### src/rtl/core/ptss_pkg.sv
`timescale 1ns / 1ps
`default_nettype none
// ----------------------------------------------------------------------------
// ptss_pkg
// Shared codes and types for the periodic task slot scheduler.
// ----------------------------------------------------------------------------
package ptss_pkg;

    // command codes
    localparam logic [2:0] MODE_TICK   = 3'd0;
    localparam logic [2:0] MODE_ADD    = 3'd1;
    localparam logic [2:0] MODE_REMOVE = 3'd2;
    localparam logic [2:0] MODE_QUERY  = 3'd3;
    localparam logic [2:0] MODE_CLEAR  = 3'd4;
    localparam logic [2:0] MODE_MARK   = 3'd5;

    // event codes
    localparam logic [1:0] EV_ACK     = 2'd0;
    localparam logic [1:0] EV_FIRE    = 2'd1;
    localparam logic [1:0] EV_REMOVED = 2'd2;

    // one stored slot, valid bit kept apart in flops
    typedef struct packed {
        logic [7:0]  task_id;
        logic [3:0]  task_type;
        logic [15:0] interval;
        logic [15:0] elapsed;
        logic        done;
    } slot_rec_t;

    // one queued tick event
    typedef struct packed {
        logic [1:0] res;
        logic [7:0] task_id;
    } ev_t;

    // what the slot unit wants done with the slot it looked at
    typedef struct packed {
        logic      wr_en;
        slot_rec_t wr_rec;
        logic      set_valid;
        logic      clr_valid;
        logic      hit;
        logic      id_seen;
        logic      type_seen;
        logic      push;
        ev_t       ev;
    } slot_act_t;

endpackage
`default_nettype wire

### src/rtl/core/ptss_in_if.sv
`timescale 1ns / 1ps
`default_nettype none
// ----------------------------------------------------------------------------
// ptss_in_if
// Command channel: valid/ready plus one command item.
// ----------------------------------------------------------------------------
interface ptss_in_if;
    logic        valid;
    logic        ready;
    logic [2:0]  mode;
    logic [7:0]  task_id;
    logic [3:0]  task_type;
    logic [15:0] interval;

    modport source (output valid, output mode, output task_id, output task_type,
                    output interval, input ready);
    modport sink (input valid, input mode, input task_id, input task_type,
                  input interval, output ready);
endinterface
`default_nettype wire

### src/rtl/core/ptss_out_if.sv
`timescale 1ns / 1ps
`default_nettype none
// ----------------------------------------------------------------------------
// ptss_out_if
// Result channel: valid/ready plus one result item.
// ----------------------------------------------------------------------------
interface ptss_out_if;
    logic       valid;
    logic       ready;
    logic [1:0] event_res;
    logic [7:0] event_task_id;
    logic       last;
    logic       id_present;
    logic       type_present;
    logic       table_full;
    logic [3:0] task_count;

    modport source (output valid, output event_res, output event_task_id,
                    output last, output id_present, output type_present,
                    output table_full, output task_count, input ready);
    modport sink (input valid, input event_res, input event_task_id,
                  input last, input id_present, input type_present,
                  input table_full, input task_count, output ready);
endinterface
`default_nettype wire

### src/rtl/core/ptss_slot_mem.sv
`timescale 1ns / 1ps
`default_nettype none
// ----------------------------------------------------------------------------
// ptss_slot_mem
// Slot record store: one write port, one read port with registered data.
// ----------------------------------------------------------------------------
module ptss_slot_mem #(
    parameter int SLOTS = 8,
    parameter int IW    = 3
) (
    input  wire logic                 clk,
    input  wire logic                 we,
    input  wire logic [IW-1:0]        wr_addr,
    input  wire ptss_pkg::slot_rec_t  wr_data,
    input  wire logic                 rd_en,
    input  wire logic [IW-1:0]        rd_addr,
    output ptss_pkg::slot_rec_t       rd_data
);

    ptss_pkg::slot_rec_t mem [SLOTS];
    ptss_pkg::slot_rec_t rd_data_reg;

    always_ff @(posedge clk)
    begin
        if (we)
        begin
            mem[wr_addr] <= wr_data;
        end
    end

    always_ff @(posedge clk)
    begin
        if (rd_en)
        begin
            rd_data_reg <= mem[rd_addr];
        end
    end

    assign rd_data = rd_data_reg;

endmodule
`default_nettype wire

### src/rtl/core/ptss_evq.sv
`timescale 1ns / 1ps
`default_nettype none
// ----------------------------------------------------------------------------
// ptss_evq
// Event queue for one tick: filled during the walk, drained afterwards.
// ----------------------------------------------------------------------------
module ptss_evq #(
    parameter int SLOTS = 8,
    parameter int IW    = 3
) (
    input  wire logic          clk,
    input  wire logic          rst_n,
    input  wire logic          clr,
    input  wire logic          push,
    input  wire ptss_pkg::ev_t push_data,
    input  wire logic          pop,
    output ptss_pkg::ev_t      rd_data,
    output logic               rd_last,
    output logic               empty
);

    ptss_pkg::ev_t mem [SLOTS];
    ptss_pkg::ev_t rd_data_reg;
    logic          rd_last_reg;
    logic [IW:0]   wr_ptr_reg;
    logic [IW:0]   rd_ptr_reg;

    always_ff @(posedge clk or negedge rst_n)
    begin
        if (!rst_n)
        begin
            wr_ptr_reg <= '0;
            rd_ptr_reg <= '0;
        end
        else if (clr)
        begin
            wr_ptr_reg <= '0;
            rd_ptr_reg <= '0;
        end
        else
        begin
            if (push)
            begin
                wr_ptr_reg <= wr_ptr_reg + (IW+1)'(1);
            end
            if (pop)
            begin
                rd_ptr_reg <= rd_ptr_reg + (IW+1)'(1);
            end
        end
    end

    always_ff @(posedge clk)
    begin
        if (push)
        begin
            mem[wr_ptr_reg[IW-1:0]] <= push_data;
        end
        if (pop)
        begin
            rd_data_reg <= mem[rd_ptr_reg[IW-1:0]];
            rd_last_reg <= ((rd_ptr_reg + (IW+1)'(1)) == wr_ptr_reg);
        end
    end

    assign rd_data = rd_data_reg;
    assign rd_last = rd_last_reg;
    assign empty   = (rd_ptr_reg == wr_ptr_reg);

endmodule
`default_nettype wire

### src/rtl/core/ptss_slot_unit.sv
`timescale 1ns / 1ps
`default_nettype none
// ----------------------------------------------------------------------------
// ptss_slot_unit
// Shared compare/update unit: decides what one command does to one slot.
// ----------------------------------------------------------------------------
module ptss_slot_unit (
    input  wire logic [2:0]          mode,
    input  wire logic                valid,
    input  wire logic                hit,
    input  wire ptss_pkg::slot_rec_t rec,
    input  wire logic [7:0]          task_id,
    input  wire logic [3:0]          task_type,
    input  wire logic [15:0]         interval,
    output ptss_pkg::slot_act_t      act
);

    logic id_eq;
    logic type_eq;
    logic below;

    assign id_eq   = (rec.task_id == task_id);
    assign type_eq = (rec.task_type == task_type);
    assign below   = (rec.elapsed < rec.interval);

    always_comb
    begin
        act            = '0;
        act.wr_rec     = rec;
        act.ev.task_id = rec.task_id;
        act.ev.res     = ptss_pkg::EV_ACK;
        unique case (mode)
            ptss_pkg::MODE_TICK:
            begin
                if (valid)
                begin
                    if (rec.done)
                    begin
                        act.clr_valid = 1'b1;
                        act.push      = 1'b1;
                        act.ev.res    = ptss_pkg::EV_REMOVED;
                    end
                    else if (below)
                    begin
                        act.wr_en          = 1'b1;
                        act.wr_rec.elapsed = rec.elapsed + 16'd1;
                    end
                    else
                    begin
                        act.wr_en          = 1'b1;
                        act.wr_rec.elapsed = '0;
                        act.push           = 1'b1;
                        act.ev.res         = ptss_pkg::EV_FIRE;
                    end
                end
            end
            ptss_pkg::MODE_ADD:
            begin
                if (!valid && !hit)
                begin
                    act.wr_en            = 1'b1;
                    act.wr_rec.task_id   = task_id;
                    act.wr_rec.task_type = task_type;
                    act.wr_rec.interval  = interval;
                    act.wr_rec.elapsed   = interval;
                    act.wr_rec.done      = 1'b0;
                    act.set_valid        = 1'b1;
                    act.hit              = 1'b1;
                end
            end
            ptss_pkg::MODE_REMOVE:
            begin
                if (valid && !hit && id_eq)
                begin
                    act.clr_valid = 1'b1;
                    act.hit       = 1'b1;
                end
            end
            ptss_pkg::MODE_QUERY:
            begin
                act.id_seen   = valid && id_eq;
                act.type_seen = valid && type_eq;
            end
            ptss_pkg::MODE_MARK:
            begin
                if (valid && id_eq)
                begin
                    act.wr_en       = 1'b1;
                    act.wr_rec.done = 1'b1;
                end
            end
            default:
            begin
                act.wr_en = 1'b0;
            end
        endcase
    end

endmodule
`default_nettype wire

### src/rtl/core/periodic_task_slot_scheduler.sv
`timescale 1ns / 1ps
`default_nettype none
// ----------------------------------------------------------------------------
// periodic_task_slot_scheduler
// Table of SLOTS periodic task slots driven by tick/add/remove/query/clear/
// mark-complete commands.
// ----------------------------------------------------------------------------
// The block takes one command item on req and answers on rsp; it accepts
// no new command until the last result item (last = 1) of the current one
// has been taken. Tick, add, remove, query and mark-complete walk the slot
// table in index order through one shared slot unit: a read state and an
// execute state per slot visited (the slot record store has a registered
// read port), then a done state. Add and remove stop at the slot they act
// on. A tick queues its fired/removed events during the walk and then
// drains them through a fetch and a load state per event plus the rsp
// handshake, so every event item carries the task count after the whole
// tick. Clear and the unused codes answer in the cycle after accept.
// Valid bits and the task count reset to zero; slot records are only used
// in valid slots and need no clearing.
// ----------------------------------------------------------------------------
module periodic_task_slot_scheduler #(
    parameter int SLOTS = 8
) (
    input  wire logic clk,
    input  wire logic rst_n,
    ptss_in_if.sink   req,
    ptss_out_if.source rsp
);

    localparam int IW = (SLOTS > 1) ? $clog2(SLOTS) : 1;
    localparam int CW = $clog2(SLOTS + 1);

    typedef enum logic [5:0] {
        ST_IDLE  = 6'b000001,
        ST_READ  = 6'b000010,
        ST_EXEC  = 6'b000100,
        ST_DONE  = 6'b001000,
        ST_FETCH = 6'b010000,
        ST_LOAD  = 6'b100000
    } state_t;

    // ST_SEND is folded into its own one-hot flop below
    state_t state_reg, state_next;
    logic   send_reg, send_next;

    // latched command
    logic [2:0]  mode_reg;
    logic [7:0]  id_reg;
    logic [3:0]  type_reg;
    logic [15:0] ivl_reg;

    // table control state
    logic [SLOTS-1:0] valid_reg;
    logic [CW-1:0]    count_reg;
    logic [IW-1:0]    idx_reg;
    logic             hit_reg;
    logic             idp_reg;
    logic             tp_reg;

    // result register
    logic [1:0] o_res_reg;
    logic [7:0] o_id_reg;
    logic       o_last_reg;
    logic       o_idp_reg;
    logic       o_tp_reg;
    logic       o_full_reg;
    logic [3:0] o_count_reg;

    ptss_pkg::slot_rec_t rd_rec;
    ptss_pkg::slot_act_t act;
    ptss_pkg::ev_t       ev_data;
    logic                ev_last;
    logic                ev_empty;
    logic                accept;
    logic                exec;
    logic                at_end;
    logic                is_tick;
    logic [CW+3:0]       count_ext;

    assign accept    = req.valid && req.ready;
    assign exec      = (state_reg == ST_EXEC);
    assign at_end    = (idx_reg == IW'(SLOTS - 1));
    assign is_tick   = (mode_reg == ptss_pkg::MODE_TICK);
    assign count_ext = {4'b0000, count_reg};

    ptss_slot_mem #(.SLOTS(SLOTS), .IW(IW)) u_mem (
        .clk     (clk),
        .we      (exec && act.wr_en),
        .wr_addr (idx_reg),
        .wr_data (act.wr_rec),
        .rd_en   (state_reg == ST_READ),
        .rd_addr (idx_reg),
        .rd_data (rd_rec)
    );

    ptss_slot_unit u_unit (
        .mode      (mode_reg),
        .valid     (valid_reg[idx_reg]),
        .hit       (hit_reg),
        .rec       (rd_rec),
        .task_id   (id_reg),
        .task_type (type_reg),
        .interval  (ivl_reg),
        .act       (act)
    );

    ptss_evq #(.SLOTS(SLOTS), .IW(IW)) u_evq (
        .clk       (clk),
        .rst_n     (rst_n),
        .clr       (accept),
        .push      (exec && act.push),
        .push_data (act.ev),
        .pop       (state_reg == ST_FETCH),
        .rd_data   (ev_data),
        .rd_last   (ev_last),
        .empty     (ev_empty)
    );

    // sequencer
    always_comb
    begin
        state_next = state_reg;
        send_next  = send_reg;
        if (send_reg)
        begin
            if (rsp.ready)
            begin
                send_next = 1'b0;
                if (is_tick && !ev_empty)
                begin
                    state_next = ST_FETCH;
                end
                else
                begin
                    state_next = ST_IDLE;
                end
            end
        end
        else
        begin
            unique case (state_reg)
                ST_IDLE:
                begin
                    if (req.valid)
                    begin
                        unique case (req.mode) inside
                            ptss_pkg::MODE_TICK, ptss_pkg::MODE_ADD,
                            ptss_pkg::MODE_REMOVE, ptss_pkg::MODE_QUERY,
                            ptss_pkg::MODE_MARK:
                            begin
                                state_next = ST_READ;
                            end
                            default:
                            begin
                                send_next = 1'b1;
                            end
                        endcase
                    end
                end
                ST_READ:
                begin
                    state_next = ST_EXEC;
                end
                ST_EXEC:
                begin
                    if (at_end || act.hit)
                    begin
                        state_next = ST_DONE;
                    end
                    else
                    begin
                        state_next = ST_READ;
                    end
                end
                ST_DONE:
                begin
                    if (is_tick && !ev_empty)
                    begin
                        state_next = ST_FETCH;
                    end
                    else
                    begin
                        send_next = 1'b1;
                    end
                end
                ST_FETCH:
                begin
                    state_next = ST_LOAD;
                end
                ST_LOAD:
                begin
                    send_next = 1'b1;
                end
                default:
                begin
                    state_next = ST_IDLE;
                end
            endcase
        end
    end

    always_ff @(posedge clk or negedge rst_n)
    begin
        if (!rst_n)
        begin
            state_reg <= ST_IDLE;
            send_reg  <= 1'b0;
            valid_reg <= '0;
            count_reg <= '0;
            idx_reg   <= '0;
            hit_reg   <= 1'b0;
            idp_reg   <= 1'b0;
            tp_reg    <= 1'b0;
        end
        else
        begin
            state_reg <= state_next;
            send_reg  <= send_next;
            if (accept)
            begin
                idx_reg <= '0;
                hit_reg <= 1'b0;
                idp_reg <= 1'b0;
                tp_reg  <= 1'b0;
                if (req.mode == ptss_pkg::MODE_CLEAR)
                begin
                    valid_reg <= '0;
                    count_reg <= '0;
                end
            end
            else if (exec)
            begin
                if (act.set_valid)
                begin
                    valid_reg[idx_reg] <= 1'b1;
                    count_reg          <= count_reg + CW'(1);
                end
                else if (act.clr_valid)
                begin
                    valid_reg[idx_reg] <= 1'b0;
                    count_reg          <= count_reg - CW'(1);
                end
                hit_reg <= hit_reg || act.hit;
                idp_reg <= idp_reg || act.id_seen;
                tp_reg  <= tp_reg || act.type_seen;
                if (!at_end)
                begin
                    idx_reg <= idx_reg + IW'(1);
                end
            end
        end
    end

    // command latch and result register (payload, no reset)
    always_ff @(posedge clk)
    begin
        if (accept)
        begin
            mode_reg    <= req.mode;
            id_reg      <= req.task_id;
            type_reg    <= req.task_type;
            ivl_reg     <= req.interval;
            // clear and unused codes answer straight away
            o_res_reg   <= ptss_pkg::EV_ACK;
            o_id_reg    <= '0;
            o_last_reg  <= 1'b1;
            o_idp_reg   <= 1'b0;
            o_tp_reg    <= 1'b0;
            o_full_reg  <= 1'b0;
            o_count_reg <= (req.mode == ptss_pkg::MODE_CLEAR) ? 4'd0 : count_ext[3:0];
        end
        else if (state_reg == ST_DONE && !send_reg)
        begin
            o_res_reg   <= ptss_pkg::EV_ACK;
            o_id_reg    <= '0;
            o_last_reg  <= 1'b1;
            o_idp_reg   <= idp_reg;
            o_tp_reg    <= tp_reg;
            o_full_reg  <= (mode_reg == ptss_pkg::MODE_ADD) && !hit_reg;
            o_count_reg <= count_ext[3:0];
        end
        else if (state_reg == ST_LOAD && !send_reg)
        begin
            o_res_reg   <= ev_data.res;
            o_id_reg    <= ev_data.task_id;
            o_last_reg  <= ev_last;
            o_idp_reg   <= 1'b0;
            o_tp_reg    <= 1'b0;
            o_full_reg  <= 1'b0;
            o_count_reg <= count_ext[3:0];
        end
    end

    assign req.ready         = (state_reg == ST_IDLE) && !send_reg;
    assign rsp.valid         = send_reg;
    assign rsp.event_res     = o_res_reg;
    assign rsp.event_task_id = o_id_reg;
    assign rsp.last          = o_last_reg;
    assign rsp.id_present    = o_idp_reg;
    assign rsp.type_present  = o_tp_reg;
    assign rsp.table_full    = o_full_reg;
    assign rsp.task_count    = o_count_reg;

    // the two sides never overlap
    a_no_overlap: assert property (@(posedge clk) disable iff (!rst_n)
        !(rsp.valid && req.ready))
        else $error("command accepted while a result is pending");

    // count tracks the valid bits whenever the block is idle
    a_count_sync: assert property (@(posedge clk) disable iff (!rst_n)
        req.ready |-> ($countones(valid_reg) == 32'(count_reg)))
        else $error("task count out of step with valid bits");

    // the final result returns the block to idle
    a_last_idle: assert property (@(posedge clk) disable iff (!rst_n)
        (rsp.valid && rsp.ready && rsp.last) |=> req.ready)
        else $error("block not idle after final result");

    // a result that is not the final one is always a tick event
    a_mid_event: assert property (@(posedge clk) disable iff (!rst_n)
        (rsp.valid && !rsp.last) |->
            (rsp.event_res == ptss_pkg::EV_FIRE || rsp.event_res == ptss_pkg::EV_REMOVED))
        else $error("non-final result without an event");

endmodule
`default_nettype wire
### src/flat_wrapper.sv
// flat-port wrapper written by rule: the top's interface ports become plain ports
module periodic_task_slot_scheduler_flat 
#(
    parameter int SLOTS = 8
)
  (clk, rst_n, req_valid, req_mode, req_task_id, req_task_type, req_interval, req_ready, rsp_valid, rsp_event_res, rsp_event_task_id, rsp_last, rsp_id_present, rsp_type_present, rsp_table_full, rsp_task_count, rsp_ready);
  ptss_in_if req_i ();
  ptss_out_if rsp_i ();
  input  wire logic clk;
  input  wire logic rst_n;
  input wire logic [$bits(req_i.valid)-1:0] req_valid;
  input wire logic [$bits(req_i.mode)-1:0] req_mode;
  input wire logic [$bits(req_i.task_id)-1:0] req_task_id;
  input wire logic [$bits(req_i.task_type)-1:0] req_task_type;
  input wire logic [$bits(req_i.interval)-1:0] req_interval;
  output wire logic [$bits(req_i.ready)-1:0] req_ready;
  output wire logic [$bits(rsp_i.valid)-1:0] rsp_valid;
  output wire logic [$bits(rsp_i.event_res)-1:0] rsp_event_res;
  output wire logic [$bits(rsp_i.event_task_id)-1:0] rsp_event_task_id;
  output wire logic [$bits(rsp_i.last)-1:0] rsp_last;
  output wire logic [$bits(rsp_i.id_present)-1:0] rsp_id_present;
  output wire logic [$bits(rsp_i.type_present)-1:0] rsp_type_present;
  output wire logic [$bits(rsp_i.table_full)-1:0] rsp_table_full;
  output wire logic [$bits(rsp_i.task_count)-1:0] rsp_task_count;
  input wire logic [$bits(rsp_i.ready)-1:0] rsp_ready;
  assign req_i.valid = req_valid;
  assign req_i.mode = req_mode;
  assign req_i.task_id = req_task_id;
  assign req_i.task_type = req_task_type;
  assign req_i.interval = req_interval;
  assign req_ready = req_i.ready;
  assign rsp_valid = rsp_i.valid;
  assign rsp_event_res = rsp_i.event_res;
  assign rsp_event_task_id = rsp_i.event_task_id;
  assign rsp_last = rsp_i.last;
  assign rsp_id_present = rsp_i.id_present;
  assign rsp_type_present = rsp_i.type_present;
  assign rsp_table_full = rsp_i.table_full;
  assign rsp_task_count = rsp_i.task_count;
  assign rsp_i.ready = rsp_ready;
  periodic_task_slot_scheduler #(.SLOTS(SLOTS)) u_core (.clk(clk), .rst_n(rst_n), .req(req_i), .rsp(rsp_i));
endmodule
### config.mk
export PLATFORM = sky130hd
export DESIGN_NAME = periodic_task_slot_scheduler_flat
export DESIGN_NICKNAME = d
export VERILOG_FILES = /design/src/rtl/core/ptss_pkg.sv /design/src/rtl/core/ptss_in_if.sv /design/src/rtl/core/ptss_out_if.sv /design/src/rtl/core/ptss_slot_mem.sv /design/src/rtl/core/ptss_evq.sv /design/src/rtl/core/ptss_slot_unit.sv /design/src/rtl/core/periodic_task_slot_scheduler.sv /design/src/flat_wrapper.sv
export SDC_FILE = /design/constraint.sdc
export NUM_CORES = 1
export LEC_CHECK = 0
export BUFFER_PORTS_ARGS = -buffer_cell sky130_fd_sc_hd__buf_2
export CAP_MARGIN = 20
export CORE_UTILIZATION = 45
export CTS_CLUSTER_SIZE = 8
export DETAILED_ROUTE_END_ITERATION = 6
export SLEW_MARGIN = 20
export SYNTH_ARGS = -nofsm -noshare
export SYNTH_HDL_FRONTEND = slang
export SYNTH_SLANG_ARGS = --single-unit
### constraint.sdc
create_clock -name clk -period 9.1 [get_ports clk]
set_clock_uncertainty 0.15 [all_clocks]
set_input_delay 0.455 -clock clk [delete_from_list [all_inputs] [get_ports clk]]
set_output_delay 0.455 -clock clk [all_outputs]
set_load 0.03 [all_outputs]
* Word-level counts from Yosys, hierarchy flattened
Memory sizes are Yosys's and may differ from the RTL's. A register that Yosys moved wholly into a read port is not among the register bits. Cells that the tools add are included.
Storage, ports and cells: bits in registers 83, RAM bits 440, input port bits 35, memories kept 2
Memories:
- u_core.u_mem.mem | depth 8, width 45, rd ports 1, clocked after Yosys merged registers in 1, wr ports 1, RTL line ptss_slot_mem.sv:20 | ptss_pkg::slot_rec_t mem [SLOTS];
- u_core.u_evq.mem | depth 8, width 10, rd ports 1, clocked after Yosys merged registers in 1, wr ports 1, RTL line ptss_evq.sv:22 | ptss_pkg::ev_t mem [SLOTS];
Operators by class: $add $sub $neg 6, $lt $le $gt $ge 3, eq/ne operators 27, muxes and demuxes 76, bitwise operators 3, reductions and logical operators 36
Operator list (number):
- 2-to-1 mux 4 bit | 13
- 2-to-1 mux 16 bit | 3
- 2-to-1 mux 47 bit | 1
- 2-to-1 mux 8 bit | 5
- one-hot mux 6 bit (6 select lines) | 1
- one-hot mux 16 bit (2 select lines) | 1
- 2-to-1 mux 6 bit | 5
- 2-to-1 mux 1 bit | 29
- 2-to-1 mux 28 bit | 1
- 2-to-1 mux 3 bit | 7
- adder 16 x 1 -> 16 bit, second input constant | 1
- < comparator 16 bit | 1
- logical AND 1 bit | 14
- adder 4 x 1 -> 4 bit, second input constant | 3
- == test 3 x 2 -> 1 bit, second input constant | 4
- == test 3 bit, second input constant | 4
- == test 4 bit | 3
- AND 8 bit | 1
- == test 8 bit | 1
- NOT 8 bit | 1
- bitwise OR 8 bit | 1
- nonzero test 2 bit | 4
- == test 3 x 1 -> 1 bit, second input constant | 2
- == test 6 x 1 -> 1 bit, second input constant | 1
- 28 further kinds | 44

* Depth between registers and ports, before layout
word-level depth 10, mapped depth 13

* Hierarchy
A second synthesis with hierarchy kept.
Second synthesis, totals: cell total of the unflattened synthesis 1295, area total of the unflattened synthesis 24000.5 um^2
By module, submodules not included:
- ptss_slot_mem | instances 1, cells an instance 578, area each 15263.4 um^2, sequential area each 12161.7 um^2
- ptss_evq | instances 1, cells an instance 186, area each 3915.0 um^2, sequential area each 2932.8 um^2
- periodic_task_slot_scheduler | instances 1, cells an instance 272, area each 3163.0 um^2, sequential area each 1958.1 um^2
- ptss_slot_unit | instances 1, cells an instance 259, area each 1659.1 um^2, sequential area each 0.0 um^2

* Worst setup path before layout
Ideal clock, no wire load.
path type register -> register, from register u_core.idx_reg[2], to memory u_core.u_mem.mem[0][0] (netlist bit) (enable), arrival 5.828 ns, slack 2.562 ns, cell stages (with the launch flop) 8, buffers on the path 1, clock period less this slack 6.538 ns, cells stage by stage dfrtp_1 > buf_6 > mux2i_2 > a22oi_4 > nand2_2 > a21oi_1 > o211ai_1 > nor4_1
Between the ends: word-level cells in the longest chain between the ends 9, elaborated cells on any way between the ends 12, classes of those cells 8 x mux; 4 x reduce/logical
Ends and longest elaborated chain:
- start: declaration | RTL line periodic_task_slot_scheduler.sv:55 | logic [IW-1:0] idx_reg;
- start signal: assignment | RTL line periodic_task_slot_scheduler.sv:248 | idx_reg <= idx_reg + IW'(1);
- binary-select mux 1 bit (select 3 bit) | RTL line periodic_task_slot_scheduler.sv:98 | .valid (valid_reg[idx_reg]),
- 2-to-1 mux 1 bit (implied by the code) | RTL line periodic_task_slot_scheduler.sv:98
- logical NOT 1 bit | RTL line ptss_slot_unit.sv:59 | if (!valid && !hit)
- logical AND 1 bit | RTL line ptss_slot_unit.sv:59
- 2-to-1 mux 47 bit | RTL line ptss_slot_unit.sv:59
- one-hot mux 1 bit (3 select lines) | RTL line ptss_slot_unit.sv:32 | unique case (mode)
- logical AND 1 bit | RTL line periodic_task_slot_scheduler.sv:88 | .we (exec && act.wr_en),
- 2-to-1 mux 1 bit | RTL line ptss_slot_mem.sv:25 | if (we)
- 2-to-1 mux 1 bit (implied by the code) | RTL line ptss_slot_mem.sv:27 | mem[wr_addr] <= wr_data;
- end: declaration | RTL line ptss_slot_mem.sv:20
Parallel ways exist; a longest one is shown, timed or not. The select of a mux whose other input is x is not followed.

* Worst setup path in the final report
from register u_core.idx_reg[2], to register u_core.count_reg[3]
Between the ends: word-level cells in the longest chain between the ends 9, elaborated cells on any way between the ends 16, classes of those cells 10 x mux; 6 x reduce/logical
Ends and longest elaborated chain:
- binary-select mux 1 bit (select 3 bit) * | RTL line periodic_task_slot_scheduler.sv:98
- 2-to-1 mux 1 bit (implied by the code) * | RTL line periodic_task_slot_scheduler.sv:98
- logical NOT 1 bit | RTL line ptss_slot_unit.sv:59
- logical AND 1 bit | RTL line ptss_slot_unit.sv:59
- 2-to-1 mux 47 bit | RTL line ptss_slot_unit.sv:59
- 2-to-1 mux 1 bit | RTL line ptss_slot_unit.sv:32
- 2-to-1 mux 4 bit | RTL line periodic_task_slot_scheduler.sv:233 | if (act.set_valid)
- 2-to-1 mux 4 bit | RTL line periodic_task_slot_scheduler.sv:231 | else if (exec)
- 2-to-1 mux 4 bit | RTL line periodic_task_slot_scheduler.sv:219 | if (accept)
- end signal: assignment | RTL line periodic_task_slot_scheduler.sv:236 | count_reg <= count_reg + CW'(1);
- end signal: assignment | RTL line periodic_task_slot_scheduler.sv:241 | count_reg <= count_reg - CW'(1);
- end: declaration | RTL line periodic_task_slot_scheduler.sv:54 | logic [CW-1:0] count_reg;
Every way passes the cells marked *; elsewhere a longest branch is shown, timed or not. The select of a mux whose other input is x is not followed. A chain may end at the register's enable or synchronous reset.

==> metrics.txt <==
CP Class reg2reg; worst skew pair latency 0.63 ns; Worst-path clk slew 0.06 ns; HPWL after DPL 29400 µm; setup TNS 0 ns; Hold WS 0.131 ns; Worst Setup SP u_core.idx_reg[2]; slew margin rel. 29.2%; top_reg_cell synth edfxtp_1; Final Cycle Share 46.5%; Post-synth top cells edfxtp_1, a22oi_1, nand2_1, clkbuf_1, nand4_1; Seq/Total Area, Yosys 74.4%; post-DR wirelength/cell 24.3 µm; DIE AREA 0.0518 mm²; grt ovf 0; worst path arrival time 4.57 ns; routability cong. 0.821; CTS sink cnt 578; Hold Path Class in2reg; beginning of the worst hold path rsp_ready; Ports 55; critical path fanouts, max 40; n_diodes 0; ys async rst share 5.71%; unrepaired setup endpoints after global routing no; first-pass GRT wire length 82800 µm; Final Critical Period 4.23 ns; via count 13300; CTS tree yes; Die Y 228 µm; Critical Path RT 9.44 ns; area leader, netlist edfxtp_1; fillers 4098; antenna-violating nets left 0; pin count of the biggest net entering global routing 48; endpoints failing setup 0; # nets final 1612; via count of the first global-routing pass 13400; num rows 82; share of cells above drive strength 1 16.5%; total core area 0.0502 mm²; # H-tree levels 3; Synth Warn # 0; gr usage total 21.8%; CTS Buf Count 82; Area Overhead vs Synth 16.1%; Starting Density 45.7%; Worst Setup End Kind flop; Final Hold Fails 0; Overall Power 7.21 mW; syn nets 1495; Starting DRT DRC Count 1144; transition time of the tightest slew-check pin 1.06 ns; Post-Route WL 54700 µm; worst r2r src u_core.idx_reg[2]; Clock Tree Buf Depth 3; Netlist Area Pre-Place 0.0229 mm²; Worst setup SP type flop; initial antenna violation count 0; CTS root buffer clkbuf_16; PortBufs 54; Vias/cell 5.90; max-slew violations 0; Area contributors post-synth edfxtp_1, a22oi_1, dfrtp_1, nand2_1, mux4_2; die width 228 µm; most common cell in the synthesized netlist edfxtp_1; Cells after Synth 1437; Syn Area/Cell 16.0 µm²; status finished clean; VDD IR max 0.151 mV; top cell type's share of synthesized area 69.6%; fmax 236 MHz; placed cell count 2110; fin cells 2254; FF+latch count, synth 578; drt drc 0; post-CTS setup buffer count 0; Pleak 8.87 nW; Pre-antenna DRT Iters 6; Distinct cells, synth 84; power per cell area 271 mW/mm²; Post-synth EDFFs 531; max_cap viols 0; number of flip-flops in the largest register 360
final cells by class:
| cell class | count | area, µm² | share of cell area [%] |
|---|---|---|---|
| multi-input combinational | 748 | 5570 | 20.9 |
| inverter | 31 | 116 | 0.437 |
| clock inverter | 6 | 77.6 | 0.292 |
| timing repair buffer | 113 | 793 | 2.98 |
| tap | 672 | 841 | 3.16 |
| sequential | 578 | 17100 | 64.1 |
| clock buffer | 106 | 2160 | 8.13 |
layout by cell type (no fill, tap or decap), drive strengths merged, types with 22 or more instances in the layout:
master	n
a21oi	27
a22oi	183
buf	81
clkbuf	106
dfrtp	32
dlygate4sd3	32
edfxtp	531
ha	22
inv	34
nand2	126
nand3	22
nand4	52
nor2	40
o21ai	27
through the flow:
step           utilization (%)  setup slack (ns)  area (µm²)
2_1_floorplan                -              2.56       22900
3_3_place_gp              47.9              4.95       24000
3_5_place_dp              47.9              4.90       24000
4_1_cts                   53.0              4.88       26600
5_1_grt                   53.0              4.64       26600
6_report                  53.0              4.87       26600
logic make-up (layout without fill, tap and decap cells):
family,count (synthesis),count (layout),synth area share [%]
flops,578,578,74.4
compound gates,336,336,11.0
simple gates,321,321,7.35
buf+inv,111,256,1.99
mux,40,40,2.94
xor+xnor,28,28,1.07
fa+ha+maj,23,23,1.29
report_power, final:
group / switching, mW / internal, mW
logic: 0.772 / 0.402
registers: 0.141 / 3.20
clock network: 1.06 / 1.64
repair_timing:
action	in CTS	in global routing
hold buffers	32	0
endpoints found under the hold margin	63	0
gates resized for setup	0	0
worst max-delay path, stage by stage, from the launching register on:
cell and delay [ns]:
dfrtp_1 0.95, mux2_2 0.46, a2bb2oi_4 0.21, a21boi_4 0.18
buf_4 0.47, inv_2 0.49, ha_1 0.43, a21o_1 0.17
a21oi_1 0.16, xnor2_1 0.16, nor4_1 0.06, nand3b_1 0.18
path summary, 6_finish.rpt:
kind | endpoint | slack [ns] | cells after the start
max | u_core.count_reg[3] | 4.87 | 11
min | u_core.rsp.valid | 0.13 | 3
max reg2reg | u_core.count_reg[3] | 4.87 | 11
min reg2reg | u_core.rsp.event_task_id[3] | 0.30 | 2
max in group asynchronous | u_core.state_reg[3] | 7.98 | 2
min in group asynchronous | u_core.rsp.valid | 0.31 | 2
routing by layer:
layer  global-route usage (%)  vias to the layer above  routed length, µm
met4                     6.52                        0               1030
met5                        0                        -                  0
met2                     34.8                      493              25900
li1                         -                     5982                  -
met3                     4.44                       81               3620
met1                     30.3                     6743              24200
Note: power is estimated with default switching activity, not from simulation.
